--- config.mk ---
export PLATFORM = sky130hd
export DESIGN_NAME = ppo_front
export DESIGN_NICKNAME = d
export VERILOG_FILES = /design/src/design/ppo_pkg.sv /design/src/design/ppo_front.sv
export SDC_FILE = /design/constraint.sdc
export NUM_CORES = 1
export LEC_CHECK = 0
export BUFFER_PORTS_ARGS = -buffer_cell sky130_fd_sc_hd__buf_2
export CORE_MARGIN = 2
export CORE_UTILIZATION = 45
export CTS_CLUSTER_DIAMETER = 40
export DETAILED_ROUTE_END_ITERATION = 12
export PLACE_DENSITY = 0.76
export SLEW_MARGIN = 25
export SYNTH_ARGS = -nofsm -noshare
export SYNTH_HDL_FRONTEND = slang
export SYNTH_SLANG_ARGS = --single-unit
--- constraint.sdc ---
create_clock -name clk -period 4.95 [get_ports clk]
set_input_delay 0.2475 -clock clk [delete_from_list [all_inputs] [get_ports clk]]
set_output_delay 0.2475 -clock clk [all_outputs]
set_load 0.02 [all_outputs]
--- src/design/ppo_pkg.sv ---
// shared types and constants for the pixel pair overlay unit
package ppo_pkg;

  localparam int DATA_W = 32;
  localparam int TERM_W = 38;

  typedef enum logic [3:0] {
    M_MAX  = 4'd0,
    M_MIN  = 4'd1,
    M_MEAN = 4'd2,
    M_SUM  = 4'd3,
    M_SUB  = 4'd4,
    M_MUL  = 4'd5,
    M_DIV  = 4'd6,
    M_AND  = 4'd7,
    M_OR   = 4'd8,
    M_COND = 4'd9
  } method_t;

  localparam logic [2:0] REG_METHOD = 3'd0;
  localparam logic [2:0] REG_COUNT  = 3'd1;
  localparam logic [2:0] REG_TERM0  = 3'd2;

  localparam logic [2:0] CMP_EQ = 3'd0;
  localparam logic [2:0] CMP_NE = 3'd1;
  localparam logic [2:0] CMP_GT = 3'd2;
  localparam logic [2:0] CMP_LT = 3'd3;
  localparam logic [2:0] CMP_GE = 3'd4;
  localparam logic [2:0] CMP_LE = 3'd5;

  localparam logic [1:0] SIDE_A = 2'd0;
  localparam logic [1:0] SIDE_B = 2'd1;

  // classified request handed from front to back
  typedef struct packed {
    logic [3:0]               method;
    logic                     cond_true;
    logic signed [DATA_W-1:0] a;
    logic signed [DATA_W-1:0] b;
  } req_t;

  // result item
  typedef struct packed {
    logic [DATA_W-1:0] value;
    logic              sat;
  } res_t;

endpackage

--- src/design/ppo_front.sv ---
// front end: accepts a pixel pair and evaluates the condition terms
module ppo_front #(
  parameter int MAX_TERMS = 4
) (
  input  logic                          clk,
  input  logic                          rst_n,
  input  logic                          cfg_we,
  input  logic [2:0]                    cfg_index,
  input  logic [ppo_pkg::TERM_W-1:0]    cfg_data,
  input  logic                          in_valid,
  output logic                          in_ready,
  input  logic signed [ppo_pkg::DATA_W-1:0] in_a_value,
  input  logic signed [ppo_pkg::DATA_W-1:0] in_b_value,
  output logic                          q_valid,
  input  logic                          q_ready,
  output ppo_pkg::req_t                 q_req
);

  logic [3:0]                 method_r;
  logic [2:0]                 count_r;
  logic [ppo_pkg::TERM_W-1:0] term_r [MAX_TERMS];
  logic [3:0]                 count_clip;
  logic                       cond;

  // configuration registers
  always_ff @(posedge clk) begin
    if (!rst_n) begin
      method_r <= '0;
      count_r  <= '0;
      for (int k = 0; k < MAX_TERMS; k++) term_r[k] <= '0;
    end else if (cfg_we) begin
      if (cfg_index == ppo_pkg::REG_METHOD) method_r <= cfg_data[3:0];
      else if (cfg_index == ppo_pkg::REG_COUNT) count_r <= cfg_data[2:0];
      else begin
        for (int k = 0; k < MAX_TERMS; k++)
          if ({1'b0, cfg_index} == 4'(k) + {1'b0, ppo_pkg::REG_TERM0})
            term_r[k] <= cfg_data;
      end
    end
  end

  function automatic logic term_eval(input logic [ppo_pkg::TERM_W-1:0] t,
                                     input logic signed [31:0] a,
                                     input logic signed [31:0] b);
    logic signed [31:0] lhs;
    logic signed [31:0] rhs;
    logic               r;
    rhs = t[31:0];
    if (t[36:35] == ppo_pkg::SIDE_A) lhs = a;
    else if (t[36:35] == ppo_pkg::SIDE_B) lhs = b;
    else lhs = '0;
    unique case (t[34:32])
      ppo_pkg::CMP_EQ: r = (lhs == rhs);
      ppo_pkg::CMP_NE: r = (lhs != rhs);
      ppo_pkg::CMP_GT: r = (lhs > rhs);
      ppo_pkg::CMP_LT: r = (lhs < rhs);
      ppo_pkg::CMP_GE: r = (lhs >= rhs);
      ppo_pkg::CMP_LE: r = (lhs <= rhs);
      default:         r = 1'b0;
    endcase
    return r;
  endfunction

  // left to right term chain
  assign count_clip = ({1'b0, count_r} > 4'(MAX_TERMS)) ? 4'(MAX_TERMS) : {1'b0, count_r};

  always_comb begin
    cond = 1'b1;
    for (int k = 0; k < MAX_TERMS; k++) begin
      if (4'(k) < count_clip) begin
        if (k == 0) cond = term_eval(term_r[k], in_a_value, in_b_value);
        else if (term_r[k][37]) cond = cond | term_eval(term_r[k], in_a_value, in_b_value);
        else cond = cond & term_eval(term_r[k], in_a_value, in_b_value);
      end
    end
  end

  // request register
  logic          valid_r;
  ppo_pkg::req_t req_r;
  assign in_ready = !valid_r || q_ready;
  always_ff @(posedge clk) begin
    if (!rst_n) valid_r <= 1'b0;
    else if (in_ready) valid_r <= in_valid;
  end
  always_ff @(posedge clk) begin
    if (in_ready && in_valid) begin
      req_r.method    <= method_r;
      req_r.cond_true <= cond;
      req_r.a         <= in_a_value;
      req_r.b         <= in_b_value;
    end
  end
  assign q_valid = valid_r;
  assign q_req   = req_r;

endmodule

# [Word level (Yosys, flattened, before mapping)]
# Memory sizes are Yosys's and may differ from the RTL's.
# Cells that the tools add are included.
[word_totals] register_bits=77 latchBits=0 ramBits=152 romBits=0 input_bits=110 out_inout_bits=71 n_memories=1
[op_classes] addsub=0 multipliers=0 n_div=0 magnitude_cmp=33 n_eq_ne=43 shifts=0 muxes=77 bitwise=11 n_reduce_logical=14
[mem_list] memory="term_r" depth=4 word_bits=38 rd=4 rd_ports_with_merged_regs=0 write_ports=4 line="ppo_front.sv:21" source="logic [ppo_pkg::TERM_W-1:0] term_r [MAX_TERMS];"
[op_table] cell="$mux 32" n=21
[op_table] cell="$eq 32x32->1" n=7
[op_table] cell="$ge 32x32->1" n=7
[op_table] cell="$gt 32x32->1" n=7
[op_table] cell="$le 32x32->1" n=7
[op_table] cell="$lt 32x32->1" n=7
[op_table] cell="$ne 32x32->1" n=7
[op_table] cell="$mux 38" n=4
[op_table] cell="$mux 1" n=44
[op_table] cell="$pmux 1 s6" n=7
[op_table] cell="$eq 3x2->1 const B" n=10
[op_table] cell="$eq 3x3->1 const B" n=10
[op_table] cell="$eq 3x1->1 const B" n=5
[op_table] cell="$logic_not 3->1" n=5
[op_table] cell="$eq 2x1->1 const B" n=4
[op_table] cell="$logic_not 2->1" n=4
[op_table] cell="$or 1x1->1" n=7
[op_table] cell="$lt 1x3->1 const A" n=2
[op_table] cell="$lt 2x3->1 const A" n=2
[op_table] cell="$and 1x1->1" n=3
[op_table] cell="$gt 3x3->1 const B" n=1
[op_table] cell="$mux 3" n=1
[op_table] cell="$reduce_and 3->1" n=1
[op_table] cell="$reduce_and 2->1" n=1
[op_table] cell="4 further kinds" n=4

# [Logic depth before layout (Yosys ltp)]
# Gate-level depths: netlist of run 1.
# An unclocked memory read counts as a cell.
[depth] depth_word=19 depth_mapped=15 mapped_depth_nobuf=13

# [Least setup slack after synthesis of run 1]
# Ideal clock, no wire load.
[synth_path] path_type="flip-flop to flip-flop" start="memory term_r[0][35] in the netlist's numbering" end="register req_r (netlist bit q_req[64]), data pin" setup_ps=265 arrival_time_ps=3428 required_ps=4685 slack_ps=1257 path_stages_with_launch=16 n_path_buf=2 cell_sequence="edfxtp_1 -> clkbuf_1 -> buf_1 -> mux2i_1 -> nor2_1 -> ha_1 -> a21oi_1 -> o21ai_1 -> a211o_1 -> o32a_1 -> or3_1 -> a41oi_2 -> o31ai_4 -> a211o_1 -> o211ai_2 -> o211ai_2"
[synth_lines] element="from (decl)" line="ppo_front.sv:21"
[synth_lines] element="to (decl)" line="ppo_front.sv:80" source="ppo_pkg::req_t req_r;"

==> results of run 1 <==
power groups by stage:
stage / clock network (mW) / logic (mW) / registers [mW]
global route: 2.63 / 0.948 / 2.31
floorplan: 0 / 0.487 / 2.37
CTS: 2.53 / 0.853 / 2.30
detailed placement: 0 / 0.819 / 2.34
finish: 2.51 / 0.862 / 2.30
global placement: 0 / 0.799 / 2.33
synth_stat cells, drive strengths merged (3+ instances only):
| master | instances |
|---|---|
| edfxtp | 220 |
| nor2b | 12 |
| or3 | 3 |
| nand4 | 29 |
| nor4b | 3 |
| a211o | 4 |
| nand3 | 24 |
| clkbuf | 32 |
| buf | 12 |
| nand2b | 9 |
| nor4 | 5 |
| a21o | 21 |
| dfxtp | 8 |
| or2 | 9 |
| ha | 128 |
| and2 | 154 |
| nor3 | 7 |
| mux2i | 136 |
| o211ai | 5 |
| a211oi | 5 |
| o21ai | 17 |
| nor2 | 141 |
| a21oi | 51 |
| a21boi | 3 |
| nand2 | 24 |
| inv | 133 |
what timing repair did:
item	4_1_cts	5_1_grt
hold buffers	42	2
resized for setup	0	0
endpoints found under the hold margin	42	2
cells in the final DEF, fill, tap and decap left out, types with 3 or more instances in the layout:
master	instances
edfxtp_1	220
buf_2	180
and2_1	152
nor2_1	137
mux2i_1	136
inv_1	133
ha_1	128
a21oi_1	50
dlygate4sd3_1	44
clkbuf_16	39
nand4_1	29
nand2_1	24
nand3_1	24
a21o_1	21
buf_4	15
nor2b_1	12
o21ai_0	10
nand2b_1	9
inv_6	8
dfxtp_1	8
or2_2	7
nor3_1	6
nor4_1	5
clkbuf_1	5
o21ai_4	4
a211o_1	4
a211oi_1	4
clkinv_2	4
o211ai_1	3
a21boi_0	3
o21ai_1	3
nor4b_1	3
nor2_4	3
clkinv_1	3
clkinvlp_4	3
clkinv_4	3
area by class of cell:
type                            count  area, um2
Antenna cell                        1      2.502
Clock buffer                       44      994.7
Clock inverter                     24      221.5
Fill cell                        2517      12990
Inverter                          133      499.2
Multi-Input combinational cell    824       6207
Sequential cell                   228       6766
Tap cell                          390      488.0
Timing Repair Buffer              240       1474
flip-flops by register name, indices dropped and copies added, names as in the netlist:
| name | cells |
|---|---|
| method_r | 4 |
| q_req | 69 |
| term_r | 151 |
| count_r | 3 |
| q_valid | 1 |
worst max-delay path: stages, from the launching register on:
cell      delay [ns]
edfxtp_1        0.79
buf_4           0.35
nor2_1          0.10
ha_1            0.32
nand4_1         0.17
nor3_1          0.46
nand2b_1        0.19
nand3_1         0.08
o211ai_1        0.21
mux2_2          0.40
o32ai_1         0.37
o31a_1          0.23
nand2_1         0.07
o211ai_2        0.15
layer usage:
layer / vias to the layer above / track usage (%) / wire length (um)
li1: 4827 / - / -
met1: 4860 / 30.94 / 15140
met2: 432 / 37.48 / 17000
met3: 85 / 3.685 / 2727
met4: 2 / 8.128 / 1118
met5: - / 0 / 13
kinds of logic after synthesis:
| logic type | count (synthesis) | synth area share [%] |
|---|---|---|
| simple gates | 430 | 16.91 |
| flops | 228 | 49.88 |
| buf+inv | 177 | 4.898 |
| mux | 138 | 10.20 |
| fa+ha+maj | 128 | 11.81 |
| compound gates | 127 | 6.244 |
| xor+xnor | 1 | 0.06458 |
worst max-delay path by stage:
stage	start	endpoint	slack, ns	depth (start not counted)
floorplan	term_r[0][35]	q_req[64]	1.26	15
global placement	term_r[2][35]	q_req[64]	0.93	14
detailed placement	term_r[2][35]	q_req[64]	0.95	14
CTS	term_r[2][35]	q_req[64]	0.90	14
global route	term_r[2][36]	q_req[64]	0.59	13
finish	term_r[2][36]	q_req[64]	0.88	13
metrics by stage:
| stage | util [%] | hold WS (ns) |
|---|---|---|
| floorplan | - | 0.3464 |
| global placement | 50.59 | 0.4125 |
| detailed placement | 50.59 | 0.4284 |
| CTS | 56.11 | 0.001416 |
| global route | 56.19 | 0.003430 |
| finish | 56.19 | 0.007471 |
==> impl_metrics.toml, run 1 <==
[timing]
worstMarginPinSlew_ns = 1.015
report.final.slew_viol_count = 0
slew_headroom_pct = 31.37
layout_setup_ws_ns = 0.8778
finalSetupTns_ns = 0
skew_ns = 0.01894
fin_crit_sh_pct = 82.27
fin_crit_ns = 4.072
final_hold_viol_count = 0
setup_violations = 0
rsz0062_at_grt = "no"
fmax_ghz = 0.2456

[drt]
drt_iter0_markers = 749
drc = 0
drtPass1Iterations = 5
drt_wl_total_um = 36000
post_drt_wl_per_cell_um = 19.11
vias_per_cell = 5.417
ant_nets = 0
num_vias = 10206

[clock_tree]
tritoncts = "done"
clk_pin_slew_worst_paths_ns = 0.05
clockBufferDepth = 3
numCtsBuffers = 37
clk_latency_ns = 0.52
cts.sinks = 228
h-tree-depth = 2
cts_root_buffer = "clkbuf_16"
postCtsSetupBuffers = 0

[logic_synthesis]
synth_edf_count = 220
synth-seq-cells = 228
syn_area_um2 = 13570
yosys_most_used_dff = "edfxtp_1"
yosys_warnings = 0
synth_nets = 1467
avgSynthCellArea_um2 = 11.04
synth_cell_types = 62
synth_top_area_share_pct = 48.70
ys_seq_area_share_pct = 49.88
async_flop_share_pct = 0
syn_inst = 1229
synth_top_cell_by_area = "edfxtp_1"
ys_top_cells_by_area = "edfxtp_1 49%, ha_1 12%, mux2i_1 10%"

[finish]
stdcell_area_um2 = 16650
area_growth_pct = 22.76
nets = 1702
layout-drive-gt1-share_pct = 19.22
fin_cells = 1884

[floorplan]
fp.coreArea_um2 = 29640
initial_core_util_pct = 45.77
io_pins = 181
row_count = 63
die_area_um2 = 31550
die_height_um = 177.6
die-width_um = 177.6

[power_and_ir_drop]
total_power_mw = 5.679
p_clk_share_pct = 44.3
p_switching_mw = 1.524
pwr_density_cell_nw_per_um2 = 341.0
seqPwrFrac_pct = 40.5
comb_power_share_pct = 15.2
irDropWorstVdd_mv = 0.2659
p_int_mw = 4.154
switching_share_pct = 26.84
p_leak_nw = 7.550

[worst_setup_path]
crit_arrival_ns = 4.42
worstSetupEndpointType = "flip-flop"
crit_type = "flip-flop to flip-flop"
timing.rr.end = "q_req[64]"
reg2reg_depth = 13
ff2ff_setup_slack_ns = 0.88
cp.required_ns = 5.30
cp_max_fo = 17
reg2reg_from = "term_r[2][36]"
cp-start-kind = "flip-flop"

[placement]
numPlacedInstances = 1771
hpwl_um = 25080
gp_congestion = 0.8817
dpl_cell_area_um2 = 14990
preCtsSetupSlack_ns = 0.9549
io_buffers = 180

[global_routing]
grt_pass1_wl_um = 55590
grt.total_usage_pct = 22.95
antenna_found_initial = 2
grt_max_degree = 70
grt.overflow.total = 0
grt_pass1_vias = 10221

[min_path]
hold_end = "q_req[13]"
whs_path_depth = 1
min_from = "in_b_value[13]"
hold_path_class = "input pin to flip-flop"

[status]
status = "finished, final reports clean"

[run]
maxCapViolations = 0
(Power assumes the default switching activity.)
==> run 2, diff against run 1 <==
--- a/config.mk
+++ b/config.mk
@@ -5,12 +5,13 @@
 export SDC_FILE = /design/constraint.sdc
 export NUM_CORES = 1
 export LEC_CHECK = 0
+export ABC_AREA = 1
 export BUFFER_PORTS_ARGS = -buffer_cell sky130_fd_sc_hd__buf_2
 export CORE_MARGIN = 2
 export CORE_UTILIZATION = 45
 export CTS_CLUSTER_DIAMETER = 40
 export DETAILED_ROUTE_END_ITERATION = 12
-export PLACE_DENSITY = 0.76
+export PLACE_DENSITY = 0.79
 export SLEW_MARGIN = 25
 export SYNTH_ARGS = -nofsm -noshare
 export SYNTH_HDL_FRONTEND = slang
==> constraint.sdc (replaced) <==
create_clock -name clk -period 3.5 [get_ports clk]
set_input_delay 0.175 -clock clk [delete_from_list [all_inputs] [get_ports clk]]
set_output_delay 0.175 -clock clk [all_outputs]
set_load 0.02 [all_outputs]
==> run 2 against run 1 <==
Synthesized area is 4.7% lower. Sequential share of layout area is 1.1 points higher. Worst hold slack better by 0.012 ns. Largest cell class unchanged.
==> impl_metrics.toml, run 2 <==
[status]
status = "finished, final reports clean"

[drt]
drc = 0
vias_per_cell = 5.267
drt_iter0_markers = 1025
num_vias = 10818
drtPass1Iterations = 6
drt_wl_total_um = 34980
post_drt_wl_per_cell_um = 17.03
ant_nets = 0

[timing]
report.final.slew_viol_count = 0
skew_ns = 0.01429
fin_crit_sh_pct = 91.81
worstMarginPinSlew_ns = 0.6068
fin_crit_ns = 3.213
fmax_ghz = 0.3112
setup_violations = 0
finalSetupTns_ns = 0
rsz0062_at_grt = "no"
layout_setup_ws_ns = 0.2866
final_hold_viol_count = 0
whs_ns = 0.01959
slew_headroom_pct = 59.55

[global_routing]
grt.overflow.total = 0
grt.total_usage_pct = 22.67
grt_pass1_wl_um = 54360
grt_pass1_vias = 10760
antenna_found_initial = 0
grt_max_degree = 43

[logic_synthesis]
async_flop_share_pct = 0
avgSynthCellArea_um2 = 9.315
synth_common_cells = "296 x inv_1, 220 x edfxtp_1, 200 x nor2_1"
synth_edf_count = 220
yosys_most_used_dff = "edfxtp_1"
ys_top_cells_by_area = "edfxtp_1 51%, ha_1 12%, inv_1 8.6%"
yosysMostFrequentCell = "inv_1"
synth_nets = 1626
synth-seq-cells = 228
synth_top_area_share_pct = 51.09
synth_top_cell_by_area = "edfxtp_1"
ys_seq_area_share_pct = 52.33
synth_cell_types = 34
syn_area_um2 = 12930
yosys_warnings = 0
syn_inst = 1388

[clock_tree]
clk_latency_ns = 0.50
cts_root_buffer = "clkbuf_16"
tritoncts = "done"
numCtsBuffers = 35
clk_pin_slew_worst_paths_ns = 0.05
cts.sinks = 228
clockBufferDepth = 3
postCtsSetupBuffers = 0
h-tree-depth = 2

[power_and_ir_drop]
irDropWorstVdd_mv = 0.3931
p_switching_mw = 2.098
comb_power_share_pct = 16.0
switching_share_pct = 26.58
p_leak_nw = 7.782
p_int_mw = 5.796
pwr_density_cell_nw_per_um2 = 487.3
p_clk_share_pct = 43.1
seqPwrFrac_pct = 40.9
total_power_mw = 7.894

[finish]
layout-drive-gt1-share_pct = 16.77
nFillCells = 2365
top_register = "term_r"
layout_common_cells = "296 x inv_1, 220 x edfxtp_1, 200 x nor2_1"
final_common_cell = "inv_1"
area_growth_pct = 25.29
antenna_cells = 0
nets = 1885
largest_reg_flops = 151

[floorplan]
row_count = 62
die_area_um2 = 30110
fp.coreArea_um2 = 28470
die_height_um = 173.5
die-width_um = 173.5
io_pins = 181
initial_core_util_pct = 45.42

[worst_setup_path]
cp.required_ns = 3.76
cp_max_fo = 24
crit_arrival_ns = 3.47
crit_type = "flip-flop to flip-flop"
cp-start-kind = "flip-flop"
worstSetupEndpointType = "flip-flop"

[placement]
io_buffers = 180
preCtsSetupSlack_ns = 0.1551
gp_congestion = 0.8929
hpwl_um = 23110

[run]
maxCapViolations = 0

[min_path]
hold_path_class = "input pin to flip-flop"
-- run 2: cell families after synthesis --
| family | count (synthesis) | synth area share [%] |
|---|---|---|
| and+or+nand+nor | 444 | 14.24 |
| buffers and inverters | 348 | 10.10 |
| AOI/OAI and AO/OA | 240 | 10.93 |
| DFF | 228 | 52.33 |
| adders and majority gates | 128 | 12.39 |
-- run 2: area by class of cell --
class | instances | area (um2) | area share (%)
flip-flops and latches | 228 | 6766 | 41.77
clock inverters | 18 | 196.4 | 1.213
inverters | 304 | 1141 | 7.044
well taps | 384 | 480.5 | 2.966
clock buffers | 42 | 944.7 | 5.831
repair buffers | 266 | 1765 | 10.90
multi-input cells | 812 | 4906 | 30.28
-- run 2: timing repair --
item                       4_1_cts  5_1_grt
hold endpoints to repair        68        0
gates resized for setup          0        5
hold buffers                    68        0
setup endpoints to repair        0        1
-- run 2: final timing paths --
check | to | slack [ns] | startpoint | cells past startpoint
max | q_req[64] | 0.29 | term_r[1][35] | 18
min | term_r[1][37] | 0.02 | cfg_data[37] | 3
max reg2reg | q_req[64] | 0.29 | term_r[1][35] | 18
min reg2reg | q_req[66] | 0.44 | method_r[1] | 0
-- run 2: through the flow --
step                      instance area, um2  instances  utilization, %
after floorplan                        12940       1388               -
after global routing                   16200       2054           56.90
after CTS                              16160       2053           56.76
final                                  16200       2054           56.90
after global placement                 14340       1925           50.36
after detailed placement               14340       1925           50.36
-- run 2: worst max-delay path, cell delays in order (launching register included) --
cell and delay, ns:
edfxtp_1 0.40, nand2_1 0.11, buf_4 0.32, o22ai_1 0.14, ha_1 0.31, a21oi_1 0.15, o21ai_0 0.16, a21oi_1 0.28
nand2_1 0.15, nand2_1 0.11, nand3_1 0.13, nand2_1 0.10, nand2_1 0.05, nand2_1 0.06, nand3_1 0.12, a21oi_1 0.18
nand2_1 0.06, nand2_1 0.05, a21oi_1 0.05
-- run 2: power by group through the flow --
stage	combinational, mW	clock [mW]	sequential (mW)
floorplan	0.709	0	3.34
detailed placement	1.16	0	3.28
global route	1.40	3.54	3.24
global placement	1.12	0	3.28
finish	1.26	3.40	3.23
CTS	1.24	3.43	3.23
-- run 2: layer usage --
metal	track usage, %	wire length, um
met1	29.69	14230
met5	0	0
met2	37.85	16460
met4	7.662	1021
met3	4.342	3269
