`config.mk`:
```
export PLATFORM = sky130hd
export DESIGN_NAME = ppo_fifo
export DESIGN_NICKNAME = d
export VERILOG_FILES = /design/src/design/ppo_fifo.sv
export SDC_FILE = /design/constraint.sdc
export NUM_CORES = 1
export LEC_CHECK = 0
export ABC_AREA = 1
export CORE_MARGIN = 2
export CORE_UTILIZATION = 62
export DETAILED_ROUTE_END_ITERATION = 6
export DONT_BUFFER_PORTS = 1
export HOLD_SLACK_MARGIN = 0.02
export PLACE_DENSITY = 0.78
export SYNTH_ARGS = -nofsm -noshare
export SYNTH_HDL_FRONTEND = slang
export SYNTH_SLANG_ARGS = --single-unit
```
`constraint.sdc`:
```
create_clock -name clk -period 2.75 [get_ports clk]
set_clock_uncertainty 0.2 [all_clocks]
set_input_delay 0.275 -clock clk [delete_from_list [all_inputs] [get_ports clk]]
set_output_delay 0.275 -clock clk [all_outputs]
set_load 0.03 [all_outputs]
```
`src/design/ppo_fifo.sv`:
```
// small request queue between front and back
module ppo_fifo #(
  parameter int W = 8
) (
  input  logic         clk,
  input  logic         rst_n,
  input  logic         wr_valid,
  output logic         wr_ready,
  input  logic [W-1:0] wr_data,
  output logic         rd_valid,
  input  logic         rd_ready,
  output logic [W-1:0] rd_data
);

  logic [W-1:0] mem_r [2];
  logic         wp_r, rp_r;
  logic [1:0]   cnt_r;
  logic         push, pop;

  assign wr_ready = (cnt_r != 2'd2);
  assign rd_valid = (cnt_r != 2'd0);
  assign push     = wr_valid && wr_ready;
  assign pop      = rd_valid && rd_ready;
  assign rd_data  = mem_r[rp_r];

  always_ff @(posedge clk) begin
    if (push) mem_r[wp_r] <= wr_data;
  end

  // pointers and fill level
  always_ff @(posedge clk) begin
    if (!rst_n) begin
      wp_r  <= 1'b0;
      rp_r  <= 1'b0;
      cnt_r <= '0;
    end else begin
      if (push) wp_r <= !wp_r;
      if (pop)  rp_r <= !rp_r;
      cnt_r <= cnt_r + {1'b0, push} - {1'b0, pop};
    end
  end

endmodule

```
* Word level (Yosys, flattened, before mapping)
Memories as Yosys holds them, arrays and structs flattened. A register that Yosys moved wholly into a read port is not among the register bits.
Index checks and enable logic that the tools add are counted.
** Word-level totals
- Register bits after elaboration :: 4
- RAM bits :: 16
- Bits of input ports :: 12
- Output and inout bits :: 10
- Logic and storage cells :: 16
- Memories :: 1
** Cells by class
- Add/sub/neg operators :: 2
- Equality and inequality tests :: 1
- Muxes and demuxes :: 4
- Reduce and logical (&&, ||, !) cells :: 5
** Memories
- mem_r :: words 2, width 8, read ports 1, clocked after Yosys merged registers in 1, write ports 1, line 15 : logic [W-1:0] mem_r [2];
** Operators by type and width (count)
- 2-to-1 mux 1 bit :: 4
- adder 2 x 1 -> 2 bit :: 1
- logical AND 1 bit :: 2
- logical NOT 1 bit :: 2
- != test 2 bit, second input constant :: 1
- nonzero test 2 bit :: 1
- subtractor 2 x 1 -> 2 bit :: 1

* Logic depth before layout (Yosys ltp)
Gate-level depths: netlist of the first run.
- Word-level depth :: 4
- Gate-level depth with buffers :: 11
- Mapped depth without buffers :: 11

* Worst setup path before layout of the first run
OpenSTA, ideal clock, no wires.
- Path kind :: reg-to-reg
- Start :: reg cnt_r[0]
- End :: mem mem_r[0][0], enable pin
- Library setup time :: 0.370 ns
- Arrival :: 1.048 ns
- Data required time :: 2.180 ns
- Slack :: 1.131 ns
- Stages on the path, launching flop included :: 5
- Path buffers :: 0
- Clock period less this slack :: 1.619 ns
- Cell sequence :: dfxtp_1 -> inv_1 -> nand2_2 -> nand2_4 -> nor2_1
** Between the ends
- Longest elaborated chain between the ends :: 4
** Ends and longest elaborated chain
- from (decl) :: line 17 : logic [1:0] cnt_r;
- from (signal assigned) :: line 39 : cnt_r <= cnt_r + {1'b0, push} - {1'b0, pop};
- != test 2 bit :: line 20 : assign wr_ready = (cnt_r != 2'd2);
- via wr_ready :: line 8 : output logic wr_ready,
- logical AND 1 bit :: line 22 : assign push = wr_valid && wr_ready;
- 2-to-1 mux 1 bit :: line 27 : if (push) mem_r[wp_r] <= wr_data;
- 2-to-1 mux 1 bit (implied by the code) :: line 27
- to (decl) :: line 15
The timed path passes the listed nets, and every way through them passes these cells.

==> run_results.csv, run 1 <==
group,metric,value,unit
detailed_routing,vias,460,
die,area_of_the_core,1270,um2
job,max_cap_violations,0,
die,die_h,40.6,um
grt,first_global_vias,395,
cells_and_area,most_common_cell_after_layout_fill_and_taps_aside,"edfxtp_1",
cells_and_area,final_core_util,75.8,%
setup_path,setup.worst_path.start_class,"flip-flop",
grt,overflow,0,
detailed_routing,antenna_violating_nets_remaining,0,
clock_network,cts_inserted_buffers,3,
setup_path,critPathBufInv,0,
die,placement_row_count,13,
yosys,mean_area_per_synthesized_cell,13.6,um2
clock_network,cts_root_buffer,"clkbuf_4",
die,ios,22,
sta,worst_pin_slew,0.641,ns
detailed_routing,drt_iter0_drc,3,
detailed_routing,totalWireLength,1.21,mm
setup_path,setup.worst_path.end_class,"output port",
sta,achievable-frequency,548,MHz
yosys,mappedNetlistNets,74,
setup_path,timing.critical_path.slowest_cell_delay,0.55,ns
cells_and_area,num-nets-final,87,
place,place.gp.congestion,0.763,
cells_and_area,final_cell_mix,"edfxtp_1 (16), nand2_1 (9), dlygate4sd3_1 (9)",
yosys,synth_warnings,0,
sta,final-max-slew-violation-count,0,
clock_network,htreeDepth,1,
setup_path,timing.critical_path.arrival,1.35,ns
sta,fin_setup_tns,0,ns
sta,setup_viol_count_final,0,
detailed_routing,drc_errors,0,
cells_and_area,num_antenna_cells,0,
cells_and_area,drive_gt1_share,19.2,%
power_and_ir_drop,lkg_pwr,0.000366,uW
sta,grt_setup_unrepaired,"no",
setup_path,worstReg2RegStart,"cnt_r[0]",
cells_and_area,area_growth,15.8,%
hold_path,min_path_type,"input pin to flip-flop",
setup_path,timing_worst_setup_path_type,"flip-flop to output port",
sta,slew_headroom,57.1,%
clock_network,cts_tree,"yes",
clock_network,postCtsSetupBuffers,0,
sta,number_of_hold_violations_in_the_final_report,0,
clock_network,path_clk_slew,0.11,ns
detailed_routing,routed_vias_inst,5.23,
yosys,yosysSeqAreaShare,69.9,%
setup_path,worst-r2r-cell-count,10,
hold_path,worstHoldPathCells,4,
sta,finalCritPeriodShare,66.3,%
clock_network,clock_tree.buffer_depth,2,
grt,grt_first_pass_wirelength,1.78,mm
die,floorplan.initialDensity,65.5,%
setup_path,cp_slowest_cell,"dfxtp_1",
clock_network,worstSkewPairLatency,0.29,ns
die,die_area,1650,um2
setup_path,ff2ff_setup_slack,0.95,ns
yosys,synth-seq-cells,21,
place,detailedPlacementHpwl,810,um
yosys,netlist_instances,61,
power_and_ir_drop,irDropWorstVdd,0.584,mV
setup_path,cp.required,2.28,ns
power_and_ir_drop,ratio_of_total_power_to_cell_area,956,nW/um2
hold_path,hold_start,"wr_valid",
grt,initial_antenna_violation_count,0,
outcome,run_status,"completed",
place,input_output_buffers,0,
cells_and_area,fillers,80,
hold_path,holdPathEnd,"wp_r",
setup_path,path_max_fanout,8,
yosys,syn-cell-area,831,um2
setup_path,series_of_cell_instances_along_the_critical_path,"mux2_1",
grt,grt_usage,17.6,%
setup_path,worst_path_dominant_cell_family,"flip-flops",
grt,grt_max_degree,13,
detailed_routing,drtPass1Iterations,4,
die,die_x,40.6,um
detailed_routing,detail_route.wl_per_cell,13.8,um
yosys,synth_cell_types,16,
sta,min_period,1.82,ns
clock_network,cts.sink_count,21,
setup_path,crit-reg2reg-capture,"cnt_r[1]",
==> layer usage <==
| layer | vias to the layer above | part of all wire [%] | GRT usage (%) |
|---|---|---|---|
| met5 | - | 0 | 0 |
| met4 | 0 | 0 | 7.50 |
| met3 | 0 | 7.5 | 5.00 |
| met2 | 18 | 52 | 29.4 |
| met1 | 213 | 40 | 20.9 |
| li1 | 229 | - | - |
==> report_power, final <==
group / internal [uW] / leakage, uW / switching [uW] / total (uW)
logic: 96.0 / 0.000157 / 235 / 331
registers: 408 / 0.000191 / 37.6 / 446
clock network: 54.2 / 0.0000177 / 89.2 / 143
==> state kept, by name (all words and copies together) (netlist names), named ones only <==
name,cells
mem_r,16
cnt_r,2
rp_r,1
wp_r,1
==> synth_stat cells, drive strengths merged <==
cell	number	area, um2
xnor2	1	8.76
a21oi	1	5.00
edfxtp	16	480
nor2	9	46.3
inv	7	26.3
nand2	11	51.3
buf	1	5.00
ha	1	12.5
nand3	1	5.00
mux2	8	90.1
dfxtp	5	100
==> stage by stage <==
step / hold slack (ns) / cells / area, um2 / setup slack (ns) / total power, uW
after floorplan: 0.168 / 61 / 831 / 1.13 / 731
after global placement: 0.173 / 75 / 845 / 0.985 / 761
after detailed placement: 0.174 / 75 / 845 / 0.966 / 769
after CTS: 0.0307 / 88 / 962 / 0.906 / 921
after global routing: 0.0472 / 88 / 962 / 0.774 / 972
final: 0.0339 / 88 / 962 / 0.926 / 920
==> logic make-up after synthesis <==
family	synth area share [%]
muxes	10.8
and+or+nand+nor	12.3
AOI/OAI and AO/OA	0.602
buffers and inverters	3.77
DFF	69.9
xor gates and xnor gates	1.05
adders and majority gates	1.51
==> final cells by class <==
| type | count | area, um2 | share of cell area [%] |
|---|---|---|---|
| repair buffers | 9 | 90.1 | 9.36 |
| flip-flops and latches | 21 | 581 | 60.3 |
| inverters | 7 | 26.3 | 2.73 |
| clock inverters | 1 | 5.00 | 0.520 |
| well taps | 15 | 18.8 | 1.95 |
| clock buffers | 3 | 22.5 | 2.34 |
| multi-input cells | 32 | 219 | 22.8 |
==> timing repair <==
item	4_1_cts	5_1_grt
resized for setup	0	0
hold endpoints to repair	21	0
hold buffers	9	0
==> worst max path at each step <==
| stage | start | end | cells past startpoint |
|---|---|---|---|
| after global routing | cnt_r[0] | cnt_r[1] | 10 |
| after CTS | flip-flop | rd_data[0] | 1 |
| after detailed placement | cnt_r[0] | mem_r[0][4] | 4 |
| final | flip-flop | rd_data[0] | 1 |
| after floorplan | cnt_r[0] | mem_r[0][0] | 4 |
| after global placement | cnt_r[0] | mem_r[0][2] | 4 |
==> worst min-delay path, stage by stage <==
cell	delay [ns]
nand2_4	0.08
nand2_1	0.06
nand2_1	0.05
nor2_1	0.03
Note: power is estimated with default switching activity, not from simulation.
==> run 2: changes to the inputs <==
- CORE_UTILIZATION: 62 -> 58
- PLACE_DENSITY: 0.78 -> 0.74
- clock period: 2.75 -> 1.7 ns (I/O delays scaled with it)
==> run_results.csv, run 2 (same netlist as run 1, synthesis figures left out) <==
group,metric,value,unit
clock_network,htreeDepth,1,
setup_path,timing.critical_path.slowest_cell_delay,0.48,ns
place,placed_cells,80,
cells_and_area,area_growth,24.7,%
setup_path,worst-r2r-cell-count,10,
setup_path,setup.worst_path.start_class,"flip-flop",
clock_network,worstSkewPairLatency,0.30,ns
setup_path,worstReg2RegStart,"cnt_r[0]",
grt,overflow,0,
detailed_routing,routed_vias_inst,5.14,
setup_path,critPathBufInv,0,
die,placement_row_count,13,
place,input_output_buffers,0,
sta,min_period,1.61,ns
detailed_routing,totalWireLength,1.30,mm
die,area_of_the_core,1320,um2
cells_and_area,largest_register_ff_count,16,
setup_path,timing_worst_setup_path_type,"flip-flop to output port",
cells_and_area,drive_gt1_share,31.3,%
grt,grt_first_pass_wirelength,2.15,mm
setup_path,series_of_cell_instances_along_the_critical_path,"mux2_1",
job,max_cap_violations,0,
hold_path,worstHoldPathCells,2,
cells_and_area,seqCellArea,584,um2
detailed_routing,vias,488,
cells_and_area,register_containing_the_most_flip_flops_in_the_final_layout,"mem_r",
setup_path,ff2ff_setup_slack,0.11,ns
sta,slew_headroom,81.4,%
cells_and_area,final_cell_mix,"edfxtp_1 (16), dlygate4sd3_1 (11), nand2_1 (8)",
setup_path,cp_slowest_cell,"mux2_1",
die,die_x,41.8,um
clock_network,cts_inserted_buffers,3,
die,die_h,41.8,um
setup_path,crit-reg2reg-capture,"cnt_r[1]",
clock_network,clock_tree.buffer_depth,2,
power_and_ir_drop,ratio_of_total_power_to_cell_area,1520,nW/um2
cells_and_area,multi_input_area,231,um2
die,ios,22,
sta,worst_pin_slew,0.280,ns
grt,first_global_vias,525,
cells_and_area,final_non_filler_cells,95,
detailed_routing,antenna_violating_nets_remaining,0,
power_and_ir_drop,irDropWorstVdd,1.02,mV
detailed_routing,detail_route.wl_per_cell,13.6,um
setup_path,timing.critical_path.arrival,1.24,ns
detailed_routing,drt_iter0_drc,4,
sta,achievable-frequency,621,MHz
hold_path,min_path_type,"flip-flop to flip-flop",
power_and_ir_drop,lkg_pwr,0.000403,uW
sta,hold_slack,0.325,ns
outcome,run_status,"completed",
clock_network,postCtsSetupBuffers,0,
cells_and_area,most_common_cell_after_layout_fill_and_taps_aside,"edfxtp_1",
sta,finalCritPeriodShare,94.7,%
grt,grt_max_degree,13,
cells_and_area,num_antenna_cells,0,
sta,number_of_hold_violations_in_the_final_report,0,
detailed_routing,drtPass1Iterations,3,
setup_path,worst_path_dominant_cell_family,"multiplexers",
clock_network,cts.sink_count,21,
cells_and_area,num-nets-final,94,
sta,final-max-slew-violation-count,0,
place,detailedPlacementHpwl,830,um
die,die_area,1750,um2
hold_path,hold_start,"rp_r",
place,place.gp.congestion,0.678,
clock_network,cts_tree,"yes",
detailed_routing,drc_errors,0,
die,floorplan.initialDensity,63.1,%
clock_network,path_clk_slew,0.12,ns
clock_network,cts_root_buffer,"clkbuf_4",
setup_path,setup.worst_path.end_class,"output port",
setup_path,path_max_fanout,8,
setup_path,cp.required,1.33,ns
cells_and_area,fillers,68,
grt,grt_usage,16.2,%
grt,initial_antenna_violation_count,0,
cells_and_area,top_regs,"mem_r: 16 flops, cnt_r: 2 flops",
sta,setup_viol_count_final,0,
## run 2: cell types whose count changed in the layout (fill, tap and decap cells not counted), sizes merged
cell | before | now
dlygate4sd3 | 9 | 11
buf | 0 | 5
## run 2: repair_timing
action | in CTS | in global routing
pin swaps | 0 | 2
hold endpoints to repair | 21 | 0
setup endpoints to repair | 8 | 1
hold buffers | 11 | 0
gates resized for setup | 1 | 5
## run 2: per-layer routing
| metal | wire length, um | track usage [%] | vias up |
|---|---|---|---|
| met1 | 525 | 17.5 | 230 |
| met2 | 700 | 30.0 | 12 |
| met4 | 6 | 5.81 | 0 |
| met3 | 64 | 4.35 | 2 |
| li1 | - | - | 244 |
| met5 | 0 | 0 | - |
## run 2: how the worst max path moves through the flow
stage / end / slack [ns] / cells after the start
after floorplan: mem_r[0][0] / 0.08 / 4
after global placement: cnt_r[1] / 0.19 / 9
after detailed placement: cnt_r[1] / 0.13 / 10
after CTS: rd_data[6] / 0.08 / 1
after global routing: cnt_r[1] / -0.03 / 11
final: rd_data[6] / 0.09 / 1
## run 2: report_power, final
group,switching [uW],total (uW),internal (uW)
registers,64.1,731,666
clock network,147,234,87.5
logic,395,608,212
total,606,1570,966
## run 2: area by class of cell
type / count / share of cell area (%)
clock buffer: 3 / 2.17
clock inverter: 1 / 0.483
inverter: 7 / 2.54
multi-input combinational: 32 / 22.3
sequential: 21 / 56.4
tap: 15 / 1.81
timing repair buffer: 16 / 14.3
## run 2: per-stage QoR
stage	setup WS, ns	setup TNS [ns]	cell area [um2]	power, uW	util, %
floorplan	0.0812	0	831	1180	-
global placement	0.187	0	882	1270	67.0
detailed placement	0.127	0	882	1280	67.0
CTS	0.0840	0	1020	1530	77.5
global route	-0.0302	-0.0302	1040	1670	78.6
finish	0.0900	0	1040	1570	78.6
==> run 3: changes to the inputs <==
- CORE_MARGIN: 2 -> unset
==> run_results.csv, run 3 (same netlist as run 1, synthesis figures left out) <==
group,metric,value,unit
setup_path,cp.required,1.72,ns
detailed_routing,drc_errors,0,
die,ios,22,
grt,first_global_vias,433,
sta,min_period,1.66,ns
cells_and_area,top_regs,"mem_r: 16 flops, cnt_r: 2 flops",
cells_and_area,register_containing_the_most_flip_flops_in_the_final_layout,"mem_r",
setup_path,worst_path_dominant_cell_family,"simple AND/OR/NAND/NOR gates",
die,die_h,39.8,um
sta,number_of_hold_violations_in_the_final_report,0,
setup_path,critical-path-top-cell-by-count,"nand2_2",
power_and_ir_drop,lkg_pwr,0.000429,uW
grt,grt_max_degree,12,
clock_network,cts.sink_count,21,
grt,use_met3,5.11,%
cells_and_area,area_of_all_placed_cells_without_fillers,1080,um2
sta,timing.final.ws_setup,0.0445,ns
setup_path,ff2ff_setup_slack,0.04,ns
setup_path,worstReg2RegStart,"cnt_r[0]",
place,placement_stage_worst_setup_slack,0.112,ns
setup_path,setup.worst_path.start_class,"flip-flop",
cells_and_area,final_cell_mix,"edfxtp_1 (16), dlygate4sd3_1 (11), buf_4 (10)",
setup_path,timing.critical_path.slowest_cell_delay,0.39,ns
clock_network,cts_inserted_buffers,3,
setup_path,worst-r2r-cell-count,11,
power_and_ir_drop,irDropWorstVdd,1.12,mV
place,input_output_buffers,0,
detailed_routing,drtPass1Iterations,5,
cells_and_area,most_common_cell_after_layout_fill_and_taps_aside,"edfxtp_1",
cells_and_area,drive_gt1_share,36.5,%
detailed_routing,vias,527,
die,die_area,1590,um2
clock_network,worstSkewPairLatency,0.29,ns
grt,overflow,0,
power_and_ir_drop,power_frac_clock,13.4,%
job,max_cap_violations,0,
grt,global_route.usage.met1,20.0,%
detailed_routing,detail_route.wl_per_cell,16.0,um
detailed_routing,antenna_violating_nets_remaining,0,
hold_path,worstHoldPathCells,2,
cells_and_area,final_core_util,82.3,%
setup_path,timing_worst_setup_path_type,"flip-flop to flip-flop",
detailed_routing,totalWireLength,1.60,mm
detailed_routing,drt_iter0_drc,30,
setup_path,crit-reg2reg-capture,"cnt_r[1]",
die,area_of_the_core,1320,um2
sta,worst_pin_slew,0.277,ns
cells_and_area,fillers,60,
power_and_ir_drop,p_int,1050,uW
setup_path,critPathBufInv,2,
power_and_ir_drop,switching_portion_of_total_power,38.5,%
clock_network,htreeDepth,1,
sta,achievable-frequency,604,MHz
sta,hold_slack,0.305,ns
sta,slew_headroom,81.6,%
power_and_ir_drop,combPwrFrac,42.4,%
grt,grt_use_met2,27.5,%
die,placement_row_count,13,
sta,finalCritPeriodShare,97.4,%
cells_and_area,largest_register_ff_count,16,
grt,grt_usage,17.7,%
place,place.gp.congestion,0.617,
hold_path,min_path_type,"flip-flop to flip-flop",
sta,fin_setup_tns,0,ns
hold_path,hold_start,"rp_r",
setup_path,cp_slowest_cell,"dfxtp_4",
clock_network,clock_tree.buffer_depth,2,
setup_path,path_max_fanout,3,
setup_path,timing.critical_path.arrival,1.68,ns
clock_network,cts_root_buffer,"clkbuf_4",
die,floorplan.initialDensity,63.1,%
place,place_area,882,um2
cells_and_area,area_growth,30.6,%
place,detailedPlacementHpwl,753,um
setup_path,setup.worst_path.end_class,"flip-flop",
power_and_ir_drop,p_seq_share,44.1,%
setup_path,series_of_cell_instances_along_the_critical_path,"inv_1 > nand2_2 > nand2_4 > xnor2_2 > ha_2 > inv_2 > nand2_2 > nand2_2 > nand3_1 > nand2_1 > nor2_1",
sta,setup_viol_count_final,0,
power_and_ir_drop,ratio_of_total_power_to_cell_area,1570,nW/um2
grt,initial_antenna_violation_count,0,
die,die_x,39.8,um
cells_and_area,num-nets-final,99,
detailed_routing,routed_vias_inst,5.27,
clock_network,path_clk_slew,0.11,ns
grt,most_utilized_layer_in_the_global_route_result,"met2",
setup_path,worstSetupStartpoint,"cnt_r[0]",
grt,grt_first_pass_wirelength,1.70,mm
cells_and_area,num_antenna_cells,0,
sta,final-max-slew-violation-count,0,
power_and_ir_drop,switching_power,655,uW
outcome,run_status,"completed",
clock_network,cts_tree,"yes",
## run 3: through the flow
stage               total power, uW  std cells
finish                         1700        100
global route                   1790        100
CTS                            1520         95
detailed placement             1270         80
global placement               1260         80
floorplan                      1180         61
## run 3: power groups by stage
stage,Clock (uW),Sequential (uW),Combinational (uW)
floorplan,0,705,478
global placement,0,731,531
detailed placement,0,736,539
CTS,227,728,567
global route,250,765,771
finish,228,750,721
## run 3: worst max path at each step
stage | endpoint | slack [ns] | cells past startpoint
4_1_cts | cnt_r[1] | 0.05 | 11
5_1_grt | cnt_r[1] | -0.08 | 10
6_report | cnt_r[1] | 0.04 | 11
2_1_floorplan | mem_r[0][0] | 0.08 | 4
3_5_place_dp | cnt_r[1] | 0.11 | 11
3_3_place_gp | cnt_r[1] | 0.19 | 9
## run 3: routing by layer
metal,wire (um),up-vias
li1,-,251
met1,608,238
met2,766,32
met3,186,6
met4,37,0
met5,0,-
## run 3: worst min-delay path, delay by kind of cell (launching register included)
kind | cells | cell delay [ns]
flops | 1 | 0.34
simple gates | 2 | 0.14
## run 3: cell type report
class	count	area, um2	share of cell area [%]
clock buffer	4	26.3	2.42
inverter	7	26.3	2.42
multi-input combinational	32	239	22.0
sequential	21	589	54.3
timing repair buffer	21	185	17.1
tap	15	18.8	1.73
## run 3: what timing repair did
action                                 in CTS  in global routing
cloned                                      0                  0
setup buffers                               0                  5
gates resized for setup                     1                 10
endpoints found under the hold margin      21                  0
hold buffers                               11                  0
pin swaps                                   0                  8
setup endpoints to repair                   8                  1
